--- src/sv/psa_pkg.sv ---
// Package for the postfix stack ALU: operation and status codes, item types,
// controller state encoding and size constants.
// No dependencies.
package psa_pkg;

	localparam int PSA_DEPTH   = 64;
	localparam int DATA_W      = 32;
	localparam int IDX_W       = 6;
	localparam int DEPTH_OUT_W = 7;
	localparam int STEP_W      = $clog2(DATA_W);

	localparam logic [2:0] OP_PUSH   = 3'd0;
	localparam logic [2:0] OP_POP    = 3'd1;
	localparam logic [2:0] OP_PEEK_T = 3'd2;
	localparam logic [2:0] OP_PEEK_B = 3'd3;
	localparam logic [2:0] OP_ADD    = 3'd4;
	localparam logic [2:0] OP_SUB    = 3'd5;
	localparam logic [2:0] OP_MUL    = 3'd6;
	localparam logic [2:0] OP_DIV    = 3'd7;

	localparam logic [2:0] ST_OK      = 3'd0;
	localparam logic [2:0] ST_EMPTY   = 3'd1;
	localparam logic [2:0] ST_RANGE   = 3'd2;
	localparam logic [2:0] ST_FEW     = 3'd3;
	localparam logic [2:0] ST_DIVZERO = 3'd4;
	localparam logic [2:0] ST_FULL    = 3'd5;

	typedef struct packed {
		logic [2:0]               operation;
		logic signed [DATA_W-1:0] operand_value;
		logic [IDX_W-1:0]         peek_index;
	} psa_cmd_t;

	typedef struct packed {
		logic signed [DATA_W-1:0] result_value;
		logic [2:0]               status;
		logic [DEPTH_OUT_W-1:0]   stack_depth;
	} psa_rsp_t;

	typedef enum logic [5:0] {
		S_IDLE = 6'b000001,
		S_RD   = 6'b000010,
		S_TOP  = 6'b000100,
		S_SEC  = 6'b001000,
		S_DIV  = 6'b010000,
		S_FIN  = 6'b100000
	} psa_state_t;

endpackage

--- src/sv/postfix_stack_alu_unit.sv ---
// Top level of the postfix stack ALU: stack memory, entry counter, controller
// and a one-bit-per-cycle restoring divider.
// Depends on psa_pkg.
//
// Timing for the user: an item is taken when start is high and busy is low;
// its single result appears on rsp, flagged by done for exactly one cycle,
// and cannot be held off. Push and every error found from the entry count
// alone (full, empty, index out of range, too few operands) answer straight
// from the idle state and leave busy low. Pop and both peeks answer after
// one stack memory read. Add, subtract and multiply read the top and the
// second-from-top entries one after the other through the single read port.
// Divide by zero is reported after those same two reads; a real divide then
// runs the 32-step divider, retiring one quotient bit per cycle. The stack
// lives in one synchronous memory of DEPTH words with one write and one
// read port; no clearing pass is needed because only entries below the
// entry count are ever read.
module postfix_stack_alu_unit
	import psa_pkg::*;
#(
	parameter int DEPTH = PSA_DEPTH
) (
	input  logic     clk,
	input  logic     arst_n,
	input  logic     start,
	output logic     busy,
	input  psa_cmd_t cmd,
	output logic     done,
	output psa_rsp_t rsp
);

	localparam int AW   = (DEPTH > 1) ? $clog2(DEPTH) : 1;
	localparam int CW   = $clog2(DEPTH + 1);
	localparam int CMPW = (CW > IDX_W) ? CW : IDX_W;

	// Stack memory, entry 0 at the bottom
	logic [DATA_W-1:0] stack_mem [DEPTH];
	logic [DATA_W-1:0] rd_data_q;
	logic [AW-1:0]     rd_addr;
	logic [AW-1:0]     wr_addr;
	logic [DATA_W-1:0] wr_data;
	logic              wr_en;

	// Control state
	psa_state_t        state_q, state_d;
	logic [CW-1:0]     count_q, count_d;
	logic              done_q, done_d;
	logic [STEP_W-1:0] step_q, step_d;

	// Payload registers
	psa_rsp_t          rsp_q, rsp_d;
	logic [2:0]        op_q, op_d;
	logic [DATA_W-1:0] right_q, right_d;
	logic [DATA_W:0]   rem_q, rem_d;
	logic [DATA_W-1:0] quo_q, quo_d;
	logic [DATA_W-1:0] dvs_q, dvs_d;
	logic              neg_q, neg_d;

	// Working signals
	logic              accept;
	logic [CMPW-1:0]   idx_w;
	logic [CMPW-1:0]   cnt_w;
	logic [CMPW-1:0]   top_pos;
	logic [DATA_W-1:0] left;
	logic [DATA_W-1:0] alu_res;
	logic [DATA_W-1:0] prod;
	logic [DATA_W-1:0] abs_l;
	logic [DATA_W-1:0] abs_r;
	logic [DATA_W:0]   rem_sh;
	logic [DATA_W:0]   rem_try;
	logic [DATA_W-1:0] q_adj;
	logic [DATA_W-1:0] div_res;

	assign accept  = start && !busy;
	assign busy    = (state_q != S_IDLE);
	assign done    = done_q;
	assign rsp     = rsp_q;

	assign idx_w   = CMPW'(cmd.peek_index);
	assign cnt_w   = CMPW'(count_q);
	assign top_pos = cnt_w - CMPW'(1) - idx_w;

	// Second-from-top arrives from memory while the top sits in right_q
	assign left    = rd_data_q;
	// Only the low word of the product is kept, so it wraps like the sum
	assign prod    = left * right_q;
	assign abs_l   = left[DATA_W-1] ? (DATA_W'(0) - left) : left;
	assign abs_r   = right_q[DATA_W-1] ? (DATA_W'(0) - right_q) : right_q;

	// Restoring divide step: shift in the next dividend bit, trial subtract
	assign rem_sh  = {rem_q[DATA_W-1:0], quo_q[DATA_W-1]};
	assign rem_try = rem_sh - {1'b0, dvs_q};

	// Floor correction: bump magnitude on a nonzero remainder only when signs differ
	assign q_adj   = quo_q + DATA_W'(rem_q != '0);
	assign div_res = neg_q ? (DATA_W'(0) - q_adj) : quo_q;

	always_comb begin
		state_d  = state_q;
		count_d  = count_q;
		done_d   = 1'b0;
		step_d   = step_q;
		rsp_d    = rsp_q;
		op_d     = op_q;
		right_d  = right_q;
		rem_d    = rem_q;
		quo_d    = quo_q;
		dvs_d    = dvs_q;
		neg_d    = neg_q;
		rd_addr  = '0;
		wr_en    = 1'b0;
		wr_addr  = '0;
		wr_data  = '0;
		alu_res  = '0;

		case (state_q)
			S_IDLE: begin
				if (accept) begin
					op_d  = cmd.operation;
					rsp_d = '0;
					rsp_d.stack_depth = DEPTH_OUT_W'(count_q);
					case (cmd.operation)
						OP_PUSH: begin
							done_d = 1'b1;
							if (count_q == CW'(DEPTH)) begin
								rsp_d.status = ST_FULL;
							end else begin
								wr_en   = 1'b1;
								wr_addr = AW'(count_q);
								wr_data = cmd.operand_value;
								count_d = count_q + CW'(1);
								rsp_d.result_value = cmd.operand_value;
								rsp_d.stack_depth  = DEPTH_OUT_W'(count_d);
							end
						end
						OP_POP: begin
							if (count_q == '0) begin
								done_d       = 1'b1;
								rsp_d.status = ST_EMPTY;
							end else begin
								rd_addr = AW'(count_q - CW'(1));
								state_d = S_RD;
							end
						end
						OP_PEEK_T, OP_PEEK_B: begin
							if (idx_w >= cnt_w) begin
								done_d       = 1'b1;
								rsp_d.status = ST_RANGE;
							end else begin
								rd_addr = (cmd.operation == OP_PEEK_T) ? AW'(top_pos)
								                                      : AW'(idx_w);
								state_d = S_RD;
							end
						end
						default: begin
							if (count_q < CW'(2)) begin
								done_d       = 1'b1;
								rsp_d.status = ST_FEW;
							end else begin
								rd_addr = AW'(count_q - CW'(1));
								state_d = S_TOP;
							end
						end
					endcase
				end
			end

			S_RD: begin
				// Read data is here; a pop drops the top entry now
				if (op_q == OP_POP) begin
					count_d = count_q - CW'(1);
				end
				rsp_d.result_value = rd_data_q;
				rsp_d.status       = ST_OK;
				rsp_d.stack_depth  = DEPTH_OUT_W'(count_d);
				done_d  = 1'b1;
				state_d = S_IDLE;
			end

			S_TOP: begin
				// Hold the right operand, fetch the left one
				right_d = rd_data_q;
				rd_addr = AW'(count_q - CW'(2));
				state_d = S_SEC;
			end

			S_SEC: begin
				if (op_q == OP_DIV) begin
					if (right_q == '0) begin
						rsp_d.result_value = '0;
						rsp_d.status       = ST_DIVZERO;
						rsp_d.stack_depth  = DEPTH_OUT_W'(count_q);
						done_d  = 1'b1;
						state_d = S_IDLE;
					end else begin
						rem_d   = '0;
						quo_d   = abs_l;
						dvs_d   = abs_r;
						neg_d   = left[DATA_W-1] ^ right_q[DATA_W-1];
						step_d  = '0;
						state_d = S_DIV;
					end
				end else begin
					case (op_q)
						OP_ADD:  alu_res = left + right_q;
						OP_SUB:  alu_res = left - right_q;
						default: alu_res = prod;
					endcase
					wr_en   = 1'b1;
					wr_addr = AW'(count_q - CW'(2));
					wr_data = alu_res;
					count_d = count_q - CW'(1);
					rsp_d.result_value = alu_res;
					rsp_d.status       = ST_OK;
					rsp_d.stack_depth  = DEPTH_OUT_W'(count_d);
					done_d  = 1'b1;
					state_d = S_IDLE;
				end
			end

			S_DIV: begin
				if (!rem_try[DATA_W]) begin
					rem_d = rem_try;
					quo_d = {quo_q[DATA_W-2:0], 1'b1};
				end else begin
					rem_d = rem_sh;
					quo_d = {quo_q[DATA_W-2:0], 1'b0};
				end
				step_d = step_q + STEP_W'(1);
				if (step_q == '1) begin
					state_d = S_FIN;
				end
			end

			S_FIN: begin
				// Write the quotient over the left operand and drop the top
				wr_en   = 1'b1;
				wr_addr = AW'(count_q - CW'(2));
				wr_data = div_res;
				count_d = count_q - CW'(1);
				rsp_d.result_value = div_res;
				rsp_d.status       = ST_OK;
				rsp_d.stack_depth  = DEPTH_OUT_W'(count_d);
				done_d  = 1'b1;
				state_d = S_IDLE;
			end

			default: begin
				state_d = S_IDLE;
			end
		endcase
	end

	// Stack memory: one write port, one registered read port
	always_ff @(posedge clk) begin
		if (wr_en) begin
			stack_mem[wr_addr] <= wr_data;
		end
		rd_data_q <= stack_mem[rd_addr];
	end

	always_ff @(posedge clk or negedge arst_n) begin
		if (!arst_n) begin
			state_q <= S_IDLE;
			count_q <= '0;
			done_q  <= 1'b0;
			step_q  <= '0;
		end else begin
			state_q <= state_d;
			count_q <= count_d;
			done_q  <= done_d;
			step_q  <= step_d;
		end
	end

	always_ff @(posedge clk) begin
		rsp_q   <= rsp_d;
		op_q    <= op_d;
		right_q <= right_d;
		rem_q   <= rem_d;
		quo_q   <= quo_d;
		dvs_q   <= dvs_d;
		neg_q   <= neg_d;
	end

endmodule

--- config.mk ---
export PLATFORM = sky130hd
export DESIGN_NAME = postfix_stack_alu_unit
export DESIGN_NICKNAME = d
export VERILOG_FILES = /design/src/sv/psa_pkg.sv /design/src/sv/postfix_stack_alu_unit.sv
export SDC_FILE = /design/constraint.sdc
export NUM_CORES = 2
export LEC_CHECK = 0
export BUFFER_PORTS_ARGS = -buffer_cell sky130_fd_sc_hd__buf_2
export CORE_ASPECT_RATIO = 1.2
export CORE_MARGIN = 2
export CORE_UTILIZATION = 40
export CTS_CLUSTER_SIZE = 16
export DETAILED_ROUTE_END_ITERATION = 12
export SETUP_SLACK_MARGIN = 0.4
export SLEW_MARGIN = 10
export SYNTH_ARGS = -nofsm -noshare
export SYNTH_HDL_FRONTEND = slang
export SYNTH_SLANG_ARGS = --single-unit
export TNS_END_PERCENT = 50
--- constraint.sdc ---
create_clock -name clk -period 19.3 [get_ports clk]
set_clock_uncertainty 0.1 [all_clocks]
set_input_delay 3.86 -clock clk [delete_from_list [all_inputs] [get_ports clk]]
set_output_delay 3.86 -clock clk [all_outputs]
set_load 0.005 [all_outputs]
==> results.sh <==
export IMPL_synth_nets=10300
export IMPL_synth_seq_area_share=0.598
export IMPL_track_usage=0.255
export IMPL_die_h_microns=588
export IMPL_cp_arrival_ns=10.36
export IMPL_worst_slew_margin_rel=0.0999
export IMPL_worstPathRequired_ns=19.97
export IMPL_layout_min_cycle_time_ns=9.69
export IMPL_synth_area_leader_cell="edfxtp_1"
export IMPL_nFillCells=25700
export IMPL_layout_nets=10300
export IMPL_vias=79600
export IMPL_crit_type="primary input to register"
export IMPL_postSynthAreaPerCell_sq_um=11.8
export IMPL_area_growth_pct=11.5
export IMPL_multi_input_area_sq_um=42100
export IMPL_cts_sinks=2274
export IMPL_fp_dieW_microns=490
export IMPL_vias_per_cell=5.87
export IMPL_ant_nets=0
export IMPL_critPathLaunchType="primary input"
export IMPL_synth_edf_count=2223
export IMPL_cpLargestDelayFamily="compound AO/OA/AOI/OAI gates"
export IMPL_root_buffer="clkbuf_16"
export IMPL_status="finished clean"
export IMPL_cts_setup_buffers=0
export IMPL_routabilityCongestion=0.921
export IMPL_path_common_cell="buf_4"
export IMPL_grt_pass1_vias=79100
export IMPL_rsz0062_at_grt="false"
export IMPL_finalSetupViolations=0
export IMPL_synth_cell_type_count=89
export IMPL_coreArea_sq_um=283000
export IMPL_antenna_found_initial=15
export IMPL_yosysMostFrequentCell="edfxtp_1"
export IMPL_register_area_sq_um=67900
export IMPL_hold_buffers=0
export IMPL_hp_class="register to register"
export IMPL_synth_seq_cells=2274
export IMPL_maxSlewViolCount=0
export IMPL_drive_gt1_frac=0.0849
export IMPL_cts_buffers=235
export IMPL_drt_total_wl_microns=377000
export IMPL_drc=0
export IMPL_hpwl_microns=226000
export IMPL_clock_path_buffers=4
export IMPL_htree_levels=4
export IMPL_synth_top_flop_cell="edfxtp_1"
export IMPL_clock_latency_ns=0.92
export IMPL_critical_path_buf_inv_count=5
export IMPL_grt_start_max_net_pins=159
export IMPL_ys_top_cells_by_area="edfxtp_1, fa_1, nand2_1"
export IMPL_io_pins=88
export IMPL_yosysWarnings=0
export IMPL_overflow=0
export IMPL_cts_tree="done"
export IMPL_hold_viol=0
export IMPL_cts_resized=0
export IMPL_slowest_stage="a2111oi_4"
export IMPL_tightestPinTransition_ns=1.34
export IMPL_fmax_mhz=103
export IMPL_crit_path_max_fanout=100
export IMPL_port_buffers=87
export IMPL_drt_first_pass_iters=6
export IMPL_grt_pass1_wl_microns=542000
export IMPL_synthCells=9605
export IMPL_crit_path_cell_trace="buf_2 -> ha_1 -> a211oi_1 -> o21ai_0 -> a2111oi_4 -> a221o_4 -> buf_12 -> buf_4 -> buf_4 -> buf_4 -> nand2_1 -> a21oi_1 -> nor3_1 -> a2111oi_0 -> o21ai_0 -> nand3_1"
export IMPL_max_stage_delay_ns=0.98
export IMPL_fin_crit_sh=0.502
export IMPL_synthesis_area_sq_um=114000
export IMPL_dieArea_sq_um=288000
export IMPL_routedWlPerCell_microns=27.8
export IMPL_end_kind="register"
export IMPL_floorplan_initialDensity=0.401
export IMPL_synth_top_area_share=0.588
export IMPL_setup_tns_ns=0
export IMPL_synthArstFlopShare=0.00836
export IMPL_num_rows=214
export IMPL_drv_cap=0
export IMPL_synth_common_cells="edfxtp_1, nand2_1, nand3_1, inv_1, fa_1"
export IMPL_first_iter_violations=9821
export IMPL_path_clk_slew_ns=0.06
[routing by layer]
layer	share of wire	global-route usage
met1	0.37	0.316
met2	0.48	0.428
met3	0.085	0.0360
met4	0.063	0.143
met5	0.000077	0
[worst reg2reg max path, stage by stage, from the launching register on]
cell	delay, ns
edfxtp_1	0.98
buf_4	0.45
nand2_1	0.15
fa_1	0.53
fa_1	0.50
inv_1	0.06
fa_1	0.54
ha_1	0.23
ha_1	0.28
inv_1	0.05
fa_1	0.47
inv_1	0.05
fa_1	0.45
ha_1	0.33
o21ai_0	0.18
nor2_1	0.11
or2_2	0.30
o311a_1	0.17
o31ai_1	0.54
o211ai_1	0.15
a21oi_1	0.19
xor2_1	0.56
o22ai_1	0.15
a21oi_1	0.54
nand2_4	0.53
[cell type report]
| type | instances | area share |
|---|---|---|
| inverters | 491 | 0.0146 |
| clock inverters | 133 | 0.0106 |
| flip-flops and latches | 2274 | 0.537 |
| diodes | 13 | 0.000257 |
| clock buffers | 298 | 0.0492 |
| repair buffers | 333 | 0.0191 |
| multi-input cells | 6247 | 0.332 |
| well taps | 3780 | 0.0374 |
[final timing paths]
kind	startpoint	cells after the start	end	slack (ns)
setup / recovery	cmd[2]	16	left[11]$_DFF_P_	9.61
hold / removal	state_q[0]$_DFFE_PN1P_	2	state_q[0]$_DFFE_PN1P_	0.40
setup reg to reg	right_q[1]$_DFFE_PP_	24	stack_mem[46][20]$_DFFE_PP_	9.95
hold reg to reg	state_q[0]$_DFFE_PN1P_	2	state_q[0]$_DFFE_PN1P_	0.40
max in group asynchronous	arst_n	1	cnt_w[3]$_DFFE_PN0P_	15.88
min in group asynchronous	arst_n	1	cnt_w[0]$_DFFE_PN0P_	2.83
[state kept, by name, summed over array words and instances, names as in the netlist]
signal and flops:
cnt_w 7, done 1, dvs_q 32, left 32, neg_q 1, op_q 3, quo_q 32, rem_q 33
right_q 32, rsp 42, stack_mem 2048, state_q 6, step_q 5
[kinds of logic after synthesis]
group	synth area share
AOI/OAI and AO/OA	0.0735
xor gates and xnor gates	0.0195
adders and majority gates	0.0993
buffers and inverters	0.0383
DFF	0.598
muxes	0.0198
and+or+nand+nor	0.152
[cells in the final DEF, fill, tap and decap left out, drive strengths merged, types with 49 or more instances in the layout]
master	synthesis	layout
a31oi	72	72
nor3	104	104
nor2	261	261
a21oi	354	354
xor2	100	100
a21o	76	76
clkinv	1	96
inv	490	496
fa	411	411
nor4	49	49
xnor2	153	153
nand3	715	715
edfxtp	2223	2223
and3	91	91
nand2	2175	2175
a311oi	161	161
and2	317	317
o21ai	186	186
clkbuf	335	298
buf	258	333
ha	243	243
o22ai	89	89
mux2i	220	220
[per-stage QoR]
stage                     utilization  cells  area [sq um]  hold slack [ns]  setup slack, ns
after floorplan                     -   9605        114000            0.306            11.07
after global placement          0.421  13100        119000            0.381             8.74
after detailed placement        0.421  13100        119000            0.394             8.86
after CTS                       0.447  13600        126000            0.404             9.73
after global routing            0.447  13600        126000            0.438             9.33
final                           0.447  13600        127000            0.400             9.61
Power is not shown: default switching activity piles up to over one toggle a cycle in this logic, so the estimate is an artifact.
